## src/sv/b64d_pkg.sv

```systemverilog
// ----------------------------------------------------------------------------
// b64d_pkg
// Shared types, constants and character functions for the base64 stream
// decoder: word formats, decode state, result bundle and alphabet lookup.
// ----------------------------------------------------------------------------
package b64d_pkg;

  // Config port
  localparam int PADDR_W = 1;
  localparam logic [PADDR_W-1:0] REG_URL_MODE = 1'b0;

  // Characters and symbol marker
  localparam logic [7:0] CHAR_PCT   = 8'h25;
  localparam logic [7:0] CHAR_PLUS  = 8'h2B;
  localparam logic [7:0] CHAR_SLASH = 8'h2F;
  localparam logic [6:0] SYM_MARKER = 7'd64;

  // Input and output words
  typedef struct packed {
    logic [7:0] char_in;
    logic       end_of_text;
  } in_word_t;

  typedef struct packed {
    logic [7:0] byte_out;
    logic       last_of_run;
  } out_word_t;

  // Percent-escape phase
  typedef enum logic [1:0] {
    ESC_NONE  = 2'd0,
    ESC_PCT   = 2'd1,
    ESC_DIGIT = 2'd2
  } esc_phase_t;

  // Decoder state
  typedef struct packed {
    logic [1:0]      sym_count;
    logic [2:0][6:0] group;
    esc_phase_t      phase;
    logic [7:0]      first_digit;
  } dec_state_t;

  // Bytes produced by one character, packed from index 0
  typedef struct packed {
    logic [1:0]      count;
    logic [2:0][7:0] bytes;
  } res_t;

  // Standard alphabet lookup; anything else is the marker
  function automatic logic [6:0] map_symbol(input logic [7:0] c);
    logic [7:0] d;
    d = {1'b0, SYM_MARKER};
    if (c >= 8'h41 && c <= 8'h5A) begin
      d = c - 8'h41;
    end else if (c >= 8'h61 && c <= 8'h7A) begin
      d = c - 8'h61 + 8'd26;
    end else if (c >= 8'h30 && c <= 8'h39) begin
      d = c - 8'h30 + 8'd52;
    end else if (c == CHAR_PLUS) begin
      d = 8'd62;
    end else if (c == CHAR_SLASH) begin
      d = 8'd63;
    end
    return d[6:0];
  endfunction

  function automatic logic is_hex(input logic [7:0] c);
    return (c >= 8'h30 && c <= 8'h39) || (c >= 8'h41 && c <= 8'h46) ||
           (c >= 8'h61 && c <= 8'h66);
  endfunction

  function automatic logic [3:0] hex_value(input logic [7:0] c);
    logic [7:0] d;
    d = 8'd0;
    if (c >= 8'h30 && c <= 8'h39) begin
      d = c - 8'h30;
    end else if (c >= 8'h41 && c <= 8'h46) begin
      d = c - 8'h41 + 8'd10;
    end else if (c >= 8'h61 && c <= 8'h66) begin
      d = c - 8'h61 + 8'd10;
    end
    return d[3:0];
  endfunction

endpackage

```

## src/sv/b64d_core.sv

```systemverilog
// ----------------------------------------------------------------------------
// b64d_core
// Decode state and next-state logic: percent-escape handling, symbol
// mapping, group assembly and byte extraction for one character.
// ----------------------------------------------------------------------------
module b64d_core (
  input  logic               clk,
  input  logic               rst,
  input  logic               url_mode,
  input  logic               adv,
  input  b64d_pkg::in_word_t word,
  output b64d_pkg::res_t     res
);

  b64d_pkg::dec_state_t state;
  b64d_pkg::dec_state_t state_next;

  // State register, updated when a character is consumed
  always_ff @(posedge clk) begin
    if (rst) begin
      state <= '0;
    end else if (adv) begin
      state <= state_next;
    end
  end

  always_comb begin : decode
    logic [7:0]      c;
    logic            start;
    logic            c_hex;
    logic [2:0]      pv;
    logic [2:0][7:0] pc;
    logic [1:0]      cnt;
    logic [2:0][6:0] grp;
    logic [6:0]      s;
    logic            emitted;
    logic [7:0]      b0, b1, b2;
    logic            b1v, b2v;

    c       = word.char_in;
    start   = url_mode && (c == b64d_pkg::CHAR_PCT);
    c_hex   = b64d_pkg::is_hex(c);
    pv      = '0;
    pc      = '0;
    emitted = 1'b0;
    b0      = '0;
    b1      = '0;
    b2      = '0;
    b1v     = 1'b0;
    b2v     = 1'b0;
    s       = '0;
    state_next = state;

    // Characters pushed into the group, in order, up to three
    unique case (state.phase)
      b64d_pkg::ESC_PCT: begin
        if (c_hex) begin
          state_next.phase       = b64d_pkg::ESC_DIGIT;
          state_next.first_digit = c;
          if (word.end_of_text) begin
            pv = 3'b011;
            pc[0] = b64d_pkg::CHAR_PCT;
            pc[1] = c;
          end
        end else begin
          pv[0] = 1'b1;
          pc[0] = b64d_pkg::CHAR_PCT;
          if (start) begin
            state_next.phase = b64d_pkg::ESC_PCT;
            if (word.end_of_text) begin
              pv[1] = 1'b1;
              pc[1] = b64d_pkg::CHAR_PCT;
            end
          end else begin
            state_next.phase = b64d_pkg::ESC_NONE;
            pv[1] = 1'b1;
            pc[1] = c;
          end
        end
      end
      b64d_pkg::ESC_DIGIT: begin
        if (c_hex) begin
          state_next.phase = b64d_pkg::ESC_NONE;
          pv[0] = 1'b1;
          pc[0] = {b64d_pkg::hex_value(state.first_digit), b64d_pkg::hex_value(c)};
        end else begin
          pv[1:0] = 2'b11;
          pc[0] = b64d_pkg::CHAR_PCT;
          pc[1] = state.first_digit;
          if (start) begin
            state_next.phase = b64d_pkg::ESC_PCT;
            if (word.end_of_text) begin
              pv[2] = 1'b1;
              pc[2] = b64d_pkg::CHAR_PCT;
            end
          end else begin
            state_next.phase = b64d_pkg::ESC_NONE;
            pv[2] = 1'b1;
            pc[2] = c;
          end
        end
      end
      default: begin
        if (start) begin
          state_next.phase = b64d_pkg::ESC_PCT;
          if (word.end_of_text) begin
            pv[0] = 1'b1;
            pc[0] = b64d_pkg::CHAR_PCT;
          end
        end else begin
          state_next.phase = b64d_pkg::ESC_NONE;
          pv[0] = 1'b1;
          pc[0] = c;
        end
      end
    endcase

    // Group assembly; at most one group completes per character
    cnt = state.sym_count;
    grp = state.group;
    for (int i = 0; i < 3; i++) begin
      if (pv[i]) begin
        s = b64d_pkg::map_symbol(pc[i]);
        if (cnt == 2'd3) begin
          emitted = 1'b1;
          b0  = {grp[0][5:0], 2'b00} + {5'b0, grp[1][6:4]};
          b1  = {grp[1][3:0], 4'b0000} + {3'b0, grp[2][6:2]};
          b2  = {grp[2][1:0], 6'b0} + {1'b0, s};
          b1v = (grp[2] != b64d_pkg::SYM_MARKER);
          b2v = (s != b64d_pkg::SYM_MARKER);
          cnt = 2'd0;
        end else begin
          grp[cnt] = s;
          cnt = cnt + 2'd1;
        end
      end
    end

    // End of text drops the open group and any escape
    if (word.end_of_text) begin
      state_next.phase = b64d_pkg::ESC_NONE;
      cnt = 2'd0;
      grp = '0;
    end
    state_next.sym_count = cnt;
    state_next.group     = grp;

    // Pack emitted bytes
    res.bytes[0] = b0;
    res.bytes[1] = b1v ? b1 : b2;
    res.bytes[2] = b2;
    if (!emitted) begin
      res.count = 2'd0;
    end else if (b1v && b2v) begin
      res.count = 2'd3;
    end else if (b1v || b2v) begin
      res.count = 2'd2;
    end else begin
      res.count = 2'd1;
    end
  end

endmodule

```

## src/sv/b64d_outbuf.sv

```systemverilog
// ----------------------------------------------------------------------------
// b64d_outbuf
// Result register: holds up to three bytes from one character and hands
// them out one word per cycle while out_ready is high, flagging the final one.
// ----------------------------------------------------------------------------
module b64d_outbuf (
  input  logic                clk,
  input  logic                rst,
  input  logic                load,
  input  b64d_pkg::res_t      res,
  input  logic                out_ready,
  output logic                out_valid,
  output b64d_pkg::out_word_t out_data,
  output logic                free
);

  logic [1:0]      rem;
  logic [2:0][7:0] bytes;
  logic            take;

  assign out_valid = (rem != 2'd0);
  assign take      = out_valid && out_ready;
  // Room for the next character's bytes this cycle
  assign free      = (rem == 2'd0) || (take && rem == 2'd1);

  assign out_data.byte_out    = bytes[0];
  assign out_data.last_of_run = (rem == 2'd1);

  // Remaining count
  always_ff @(posedge clk) begin
    if (rst) begin
      rem <= 2'd0;
    end else if (load) begin
      rem <= res.count;
    end else if (take) begin
      rem <= rem - 2'd1;
    end
  end

  // Byte shift line
  always_ff @(posedge clk) begin
    if (load) begin
      bytes <= res.bytes;
    end else if (take) begin
      bytes[0] <= bytes[1];
      bytes[1] <= bytes[2];
    end
  end

endmodule

```

## src/sv/base64_stream_decoder.sv

```systemverilog
// ----------------------------------------------------------------------------
// base64_stream_decoder
// Streaming base64 decoder with optional percent-escape decoding of the
// input text, an input register, and a serializing result register.
// ----------------------------------------------------------------------------
//  channel | signals                               | word
//  --------+---------------------------------------+---------------------------
//  input   | in_valid, in_ready, in_data           | char_in, end_of_text
//  output  | out_valid, out_ready, out_data        | byte_out, last_of_run
//  config  | psel, penable, pwrite, paddr, pwdata, | url_mode at address 0
//          | prdata, pready                        |
//
//  One character is decoded per cycle while the result register has room: it
//  waits in the input register, then moves into the result register with its bytes.
//  A character that completes a group yields up to three words, one per
//  cycle while out_ready is high, so sustained input rate is bounded by the output port.
//  Synchronous reset clears the decode state, url_mode and both valid flags.
//  in_ready drops only while a held character waits on words still owed.
// ----------------------------------------------------------------------------
module base64_stream_decoder (
  input  logic                          clk,
  input  logic                          rst,
  input  logic                          in_valid,
  output logic                          in_ready,
  input  b64d_pkg::in_word_t            in_data,
  output logic                          out_valid,
  input  logic                          out_ready,
  output b64d_pkg::out_word_t           out_data,
  input  logic                          psel,
  input  logic                          penable,
  input  logic                          pwrite,
  input  logic [b64d_pkg::PADDR_W-1:0]  paddr,
  input  logic [31:0]                   pwdata,
  output logic [31:0]                   prdata,
  output logic                          pready
);

  logic               url_mode;
  logic               stg_vld;
  b64d_pkg::in_word_t stg_word;
  logic               adv;
  logic               buf_free;
  b64d_pkg::res_t     res;

  // Config register
  assign pready = 1'b1;
  assign prdata = (paddr == b64d_pkg::REG_URL_MODE) ? {31'b0, url_mode} : 32'b0;

  always_ff @(posedge clk) begin
    if (rst) begin
      url_mode <= 1'b0;
    end else if (psel && penable && pwrite && paddr == b64d_pkg::REG_URL_MODE) begin
      url_mode <= pwdata[0];
    end
  end

  // Input register
  assign adv      = stg_vld && buf_free;
  assign in_ready = !stg_vld || adv;

  always_ff @(posedge clk) begin
    if (rst) begin
      stg_vld <= 1'b0;
    end else if (in_valid && in_ready) begin
      stg_vld <= 1'b1;
    end else if (adv) begin
      stg_vld <= 1'b0;
    end
  end

  always_ff @(posedge clk) begin
    if (in_valid && in_ready) begin
      stg_word <= in_data;
    end
  end

  b64d_core u_core (
    .clk      (clk),
    .rst      (rst),
    .url_mode (url_mode),
    .adv      (adv),
    .word     (stg_word),
    .res      (res)
  );

  b64d_outbuf u_outbuf (
    .clk       (clk),
    .rst       (rst),
    .load      (adv),
    .res       (res),
    .out_ready (out_ready),
    .out_valid (out_valid),
    .out_data  (out_data),
    .free      (buf_free)
  );

  // Input stalls only behind pending output
  a_stall_has_cause: assert property (@(posedge clk) disable iff (rst)
    !in_ready |-> out_valid)
    else $error("input stalled with empty result register");

  // Bytes loaded show up on the output next cycle
  a_load_shows: assert property (@(posedge clk) disable iff (rst)
    (adv && res.count != 2'd0) |=> out_valid)
    else $error("loaded bytes not presented");

  // A word taken without the last flag leaves more to send
  a_run_continues: assert property (@(posedge clk) disable iff (rst)
    (out_valid && out_ready && !out_data.last_of_run) |=> out_valid)
    else $error("run ended without last flag");

endmodule
```

## config.mk

```make
export PLATFORM = sky130hd
export DESIGN_NAME = base64_stream_decoder
export DESIGN_NICKNAME = d
export VERILOG_FILES = /design/src/sv/b64d_pkg.sv /design/src/sv/b64d_core.sv /design/src/sv/b64d_outbuf.sv /design/src/sv/base64_stream_decoder.sv
export SDC_FILE = /design/constraint.sdc
export NUM_CORES = 1
export LEC_CHECK = 0
export ABC_CLOCK_PERIOD_IN_PS = 10700
export BUFFER_PORTS_ARGS = -buffer_cell sky130_fd_sc_hd__buf_2
export CORE_UTILIZATION = 53
export DETAILED_ROUTE_END_ITERATION = 10
export GPL_TIMING_DRIVEN = 0
export MAX_ROUTING_LAYER = met4
export PLACE_DENSITY = 0.74
export SYNTH_ARGS = -nofsm -noshare
export SYNTH_HDL_FRONTEND = slang
export SYNTH_SLANG_ARGS = --single-unit
```

## constraint.sdc

```tcl
create_clock -name clk -period 10.7 [get_ports clk]
set_input_delay 0.535 -clock clk [delete_from_list [all_inputs] [get_ports clk]]
set_output_delay 0.535 -clock clk [all_outputs]
set_load 0.01 [all_outputs]
```

==> results.py, run 1 <==
metrics = {
    "timing": {
        "clock_skew_ns": 0.009303,
        "drv_slew": 0,
        "tns_ns": 0,
        "finalCritPeriodShare": 0.6177,
        "finalSetupViolCount": 0,
        "layout_setup_ws_ns": 4.091,
        "maxSlewHeadroom": 0.2186,
        "min_period_ns": 6.609,
        "fmax_ghz": 0.1513,
        "rsz0062_at_grt": "no",
        "finalHoldViolCount": 0,
        "tightestPinTransition_ns": 1.156,
    },
    "clock_network": {
        "cts_repair_resize_count": 0,
        "path_clk_slew_ns": 0.06,
        "hold_buffers": 0,
        "cts_buffers": 9,
        "post_cts_buffers": 0,
        "cts_sinks": 69,
        "cts_buffer_depth": 2,
        "cts_max_level": 3,
        "ctsRootBufferMaster": "clkbuf_16",
        "cts_tree": "yes",
        "insertion_delay_ns": 0.35,
    },
    "global_route": {
        "grt_overflow": 0,
        "track_usage": 0.3371,
        "antenna_found_initial": 0,
        "grt_first_pass_wirelength_um": 40070,
        "grt_max_degree": 21,
        "grt_pass1_vias": 7399,
    },
    "final_layout": {
        "syn2layout_area_growth_pct": 9.956,
        "fillers": 1375,
        "drive_gt1_frac": 0.1518,
        "n_antenna_cell": 0,
        "nets": 1181,
    },
    "synthesis": {
        "synth-seq-cells": 69,
        "synth_area_per_cell_um2": 7.918,
        "dominantRegCellSynth": "dfxtp_1",
        "syn_inst": 1000,
        "synth_area_um2": 7918,
        "async_reset_ff_frac": 0,
        "seq_area_frac_synth": 0.2162,
        "yosysUniqueCellTypes": 104,
        "synth_edf_count": 33,
        "yosysWarnings": 0,
    },
    "place": {
        "portBuffers": 28,
        "dp_hpwl_um": 19170,
        "dp_slack_ns": 4.239,
        "place_congestion": 1.031,
    },
    "floorplanning": {
        "die_y_um": 124.2,
        "num_rows": 44,
        "die-area_um2": 15430,
        "pin_count": 93,
        "die_w_um": 124.2,
        "coreArea_um2": 14530,
        "start_util": 0.5448,
    },
    "drt": {
        "drt_pre_antenna_iters": 8,
        "drc_errors": 0,
        "avgRoutedWirePerCell_um": 20.30,
        "vias_per_cell": 6.535,
        "num_vias": 8221,
        "ant_nets": 0,
        "drt_iter0_markers": 1260,
        "wirelength_um": 25540,
    },
    "critical_path": {
        "cp-endpoint": "u_outbuf.rem[0]",
        "cp_max_fo": 10,
        "r2r_setup_slack_ns": 4.09,
        "crit_type": "reg2reg",
        "r2r_cells": 25,
        "crit_path_start": "stg_word[2]",
        "r2r_start": "stg_word[2]",
        "startpoint_type": "register",
        "endpoint_kind": "register",
        "timing.rr.end": "u_outbuf.rem[0]",
        "critPathArrivalTime_ns": 6.89,
        "crit_slowest_cell": "a311oi_1",
        "crit_path_max_incr_delay_ns": 0.90,
        "critPathRequiredTime_ns": 10.99,
        "path_common_cell": "nor2_1",
    },
    "power": {
        "leakage_nw": 3.551,
        "p_per_area_nw_per_um2": 97.97,
        "vdd_drop_max_mv": 0.07502,
    },
    "hold_path": {
        "holdPathStages": 1,
        "hp-class": "in2reg",
    },
    "flow_run": {
        "drv_cap": 0,
    },
    "status": {
        "outcome": "finished, final reports clean",
    },
}
[cell usage in the layout, fill, tap and decap left out, types with 32 or more instances in the layout]
cell      count
buf_2        41
nand2_1     103
edfxtp_1     33
buf_4        40
inv_1        48
clkbuf_1     35
ha_1         63
dfxtp_1      36
a21oi_1      53
conb_1       32
o21ai_0      48
nor2_1      104
[report_power, final]
part,total [mW],leakage [nW],switching (mW),internal (mW)
registers,0.316,0.608,0.00974,0.306
clock network,0.313,0.146,0.132,0.181
logic,0.224,2.80,0.143,0.0810
total,0.853,3.55,0.285,0.568
[worst min-delay path by stage]
stage          slack, ns            start              end
5_1_grt             0.35       in_data[4]      stg_word[4]
6_report            0.35       in_data[0]      stg_word[0]
3_5_place_dp        0.49  u_outbuf.rem[1]  u_outbuf.rem[1]
2_1_floorplan       0.47  u_outbuf.rem[1]  u_outbuf.rem[1]
4_1_cts             0.35       in_data[4]      stg_word[4]
3_3_place_gp        0.49  u_outbuf.rem[1]  u_outbuf.rem[1]
[Yosys cell counts (16+ instances only)]
master / instances / share of area
nand2_1: 103 / 0.049
nor3_1: 25 / 0.016
a22oi_1: 22 / 0.021
ha_1: 63 / 0.10
edfxtp_1: 33 / 0.13
inv_1: 48 / 0.023
o21ai_0: 48 / 0.030
a21oi_1: 53 / 0.034
mux2_2: 23 / 0.033
dfxtp_1: 36 / 0.091
xnor2_1: 16 / 0.018
nand3_1: 23 / 0.015
mux2i_1: 19 / 0.024
buf_4: 40 / 0.038
nor2_1: 104 / 0.049
clkbuf_1: 35 / 0.017
[sequential cells by signal (all words and copies together) (netlist names)]
signal and flops:
u_core.state 32, u_outbuf.bytes 16, stg_word 9, u_outbuf.out_data 8, u_outbuf.rem 2, stg_vld 1, url_mode 1
[critical path: cells and delay by family, from the launching register on]
kind | cells | cell delay (ns)
buf+inv | 5 | 0.90
fa+ha+maj | 3 | 0.76
compound gates | 12 | 3.27
simple gates | 5 | 1.07
flops | 1 | 0.55
[kinds of logic after synthesis]
logic type | count (synthesis) | share of synthesized area
simple gates | 352 | 0.2228
compound gates | 300 | 0.2807
buf+inv | 145 | 0.09260
flops | 69 | 0.2162
fa+ha+maj | 63 | 0.09956
mux | 43 | 0.05847
xor+xnor | 26 | 0.02876
other cells | 2 | 0.0009485
[per-layer routing]
layer  global-route usage  up-vias  routed length, um
li1                     -     3775                  -
met1               0.4474     3745              10530
met2               0.4807      584              10540
met3              0.07974      117               3212
met4               0.1580        0               1248
met5                    -        -                  0
[cell type report]
cell class	count	area (um2)	area share
multi-input cells	816	5592	0.6423
flip-flops and latches	69	1712	0.1966
plain buffers	95	545.5	0.06266
well taps	184	230.2	0.02644
clock buffers	9	225.2	0.02587
inverters	50	187.7	0.02156
repair buffers	28	140.1	0.01610
clock inverters	7	73.82	0.008479
[metrics by stage]
stage | hold slack, ns | util | area [um2] | std cells | power [mW]
2_1_floorplan | 0.4722 | - | 8030 | 1030 | 0.4772
3_3_place_gp | 0.4882 | 0.5780 | 8401 | 1242 | 0.5355
3_5_place_dp | 0.4883 | 0.5780 | 8401 | 1242 | 0.5387
4_1_cts | 0.3526 | 0.5986 | 8700 | 1258 | 0.8488
5_1_grt | 0.3523 | 0.5990 | 8706 | 1258 | 0.8842
6_report | 0.3535 | 0.5990 | 8706 | 1258 | 0.8529
Note: power is estimated with default switching activity, not from simulation.
==> inputs of run 2 (changes only) <==
- ABC_CLOCK_PERIOD_IN_PS: 10700 -> 5920
- PLACE_DENSITY: 0.74 -> 0.76
- clock period: 10.7 -> 5.92 ns (I/O delays scaled with it)
==> results.py, run 2 (same netlist as run 1, synthesis figures left out) <==
metrics = {
    "final_layout": {
        "final_common_cell": "nand2_1",
        "drive_gt1_frac": 0.1967,
        "largest_reg_flops": 32,
        "fin_area_um2": 9054,
        "fillers": 1326,
        "reg_top3": "u_core.state x32, u_outbuf.bytes x16, stg_word x9",
        "final_cells": 1277,
        "seqCellArea_um2": 1712,
        "nets": 1200,
        "syn2layout_area_growth_pct": 14.35,
        "final_cell_mix": "nand2_1, nor2_1, ha_1, buf_4, a21oi_1",
        "largest-register": "u_core.state",
        "multi_input_area_um2": 5786,
        "n_antenna_cell": 0,
    },
    "power": {
        "p_per_area_nw_per_um2": 170.8,
        "leakage_nw": 3.669,
        "finalPower_mw": 1.546,
        "vdd_drop_max_mv": 0.1761,
    },
    "timing": {
        "finalSetupViolCount": 0,
        "drv_slew": 0,
        "min_period_ns": 5.722,
        "tightestPinTransition_ns": 0.9765,
        "maxSlewHeadroom": 0.3466,
        "clock_skew_ns": 0.009913,
        "layout_setup_ws_ns": 0.1983,
        "rsz0062_at_grt": "yes",
        "finalHoldViolCount": 0,
        "finalCritPeriodShare": 0.9665,
        "tns_ns": 0,
        "fmax_ghz": 0.1748,
    },
    "critical_path": {
        "r2r_setup_slack_ns": 0.20,
        "crit_path_start": "stg_word[1]",
        "r2r_start": "stg_word[1]",
        "cp_max_fo": 10,
        "timing.rr.end": "u_outbuf.out_data[5]",
        "startpoint_type": "register",
        "critPathArrivalTime_ns": 5.83,
        "critPathRequiredTime_ns": 6.03,
        "endpoint_kind": "register",
        "crit_type": "reg2reg",
        "r2r_cells": 23,
    },
    "place": {
        "dp_slack_ns": -0.6987,
        "portBuffers": 28,
        "dp_hpwl_um": 19730,
        "place_congestion": 1.023,
        "place_area_um2": 8401,
        "dp.cells": 1242,
    },
    "floorplanning": {
        "coreArea_um2": 14530,
        "die_y_um": 124.2,
        "die-area_um2": 15430,
        "num_rows": 44,
        "pin_count": 93,
        "start_util": 0.5448,
        "die_w_um": 124.2,
    },
    "flow_run": {
        "drv_cap": 0,
    },
    "clock_network": {
        "cts_max_level": 3,
        "cts_tree": "yes",
        "insertion_delay_ns": 0.36,
        "ctsRootBufferMaster": "clkbuf_16",
        "cts_sinks": 69,
        "cts_buffers": 9,
        "path_clk_slew_ns": 0.06,
        "cts_buffer_depth": 2,
    },
    "hold_path": {
        "holdPathEnd": "stg_word[8]",
        "holdPathStages": 1,
        "hp-class": "in2reg",
        "hp-start": "in_data[8]",
    },
    "global_route": {
        "track_usage": 0.3468,
        "grtUsageMet3": 0.09698,
        "grt_pass1_vias": 7367,
        "use_met1": 0.4608,
        "antenna_found_initial": 0,
        "use_met2": 0.4881,
        "grt-busiest-layer": "met2",
        "grt_overflow": 0,
        "grt_first_pass_wirelength_um": 40860,
        "grt_max_degree": 21,
    },
    "drt": {
        "drc_errors": 0,
        "num_vias": 8298,
        "drt_pre_antenna_iters": 7,
        "drt_iter0_markers": 1215,
        "vias_per_cell": 6.498,
        "wirelength_um": 26600,
        "ant_nets": 0,
        "avgRoutedWirePerCell_um": 20.83,
    },
    "status": {
        "outcome": "finished, final reports clean",
    },
}
==> run 2: worst max-delay path: stages (launching register included) <==
cell and delay (ns):
edfxtp_1 0.41, clkbuf_4 0.22, inv_1 0.13, ha_2 0.23
or3b_1 0.40, o311a_1 0.15, clkbuf_4 0.21, a21boi_4 0.32
a32oi_4 0.15, inv_1 0.22, ha_1 0.31, o21ai_0 0.19
nor3_2 0.35, buf_4 0.18, o21ai_0 0.16, o211ai_1 0.31
inv_1 0.16, mux2_2 0.33, ha_1 0.27, ha_1 0.24
xnor2_1 0.16, nor2_1 0.05, a211oi_1 0.23, nor2_1 0.06
==> run 2: worst max-delay path by stage <==
stage,slack (ns),to,depth (start not counted)
6_report,0.20,u_outbuf.out_data[5],23
4_1_cts,0.02,u_outbuf.rem[0],23
5_1_grt,-0.09,u_outbuf.rem[0],26
2_1_floorplan,0.92,u_outbuf.rem[0],25
3_5_place_dp,-0.70,u_outbuf.rem[0],26
3_3_place_gp,-0.66,u_outbuf.rem[0],26
==> run 2: report_power, final <==
group	internal, mW	switching (mW)	leakage (nW)
Sequential	0.553	0.0180	0.608
Combinational	0.153	0.270	2.92
Clock	0.326	0.226	0.139
Total	1.03	0.514	3.67
==> run 2: layer usage <==
metal,share of wire,wire length [um]
met5,0,0
met3,0.13,3338
met2,0.42,11120
met1,0.42,11110
met4,0.039,1036
==> run 2: repair_timing <==
item,CTS,global route
endpoints found under the setup margin,21,40
hold buffers,0,0
resized for setup,12,38
buffers inserted,1,20
cloned,0,0
pin swaps,1,8
==> run 2: through the flow <==
step,utilization,hold WS (ns)
3_5_place_dp,0.5780,0.4741
6_report,0.6229,0.1191
3_3_place_gp,0.5780,0.4722
5_1_grt,0.6229,0.1144
2_1_floorplan,-,0.3949
4_1_cts,0.6018,0.1144
==> run 2: layout make-up <==
class / count / share of cell area
Buffer: 93 / 0.06053
Clock buffer: 10 / 0.02529
Clock inverter: 6 / 0.007048
Inverter: 50 / 0.02073
Multi-Input combinational cell: 816 / 0.6390
Sequential cell: 69 / 0.1891
Tap cell: 184 / 0.02543
Timing Repair Buffer: 49 / 0.03289
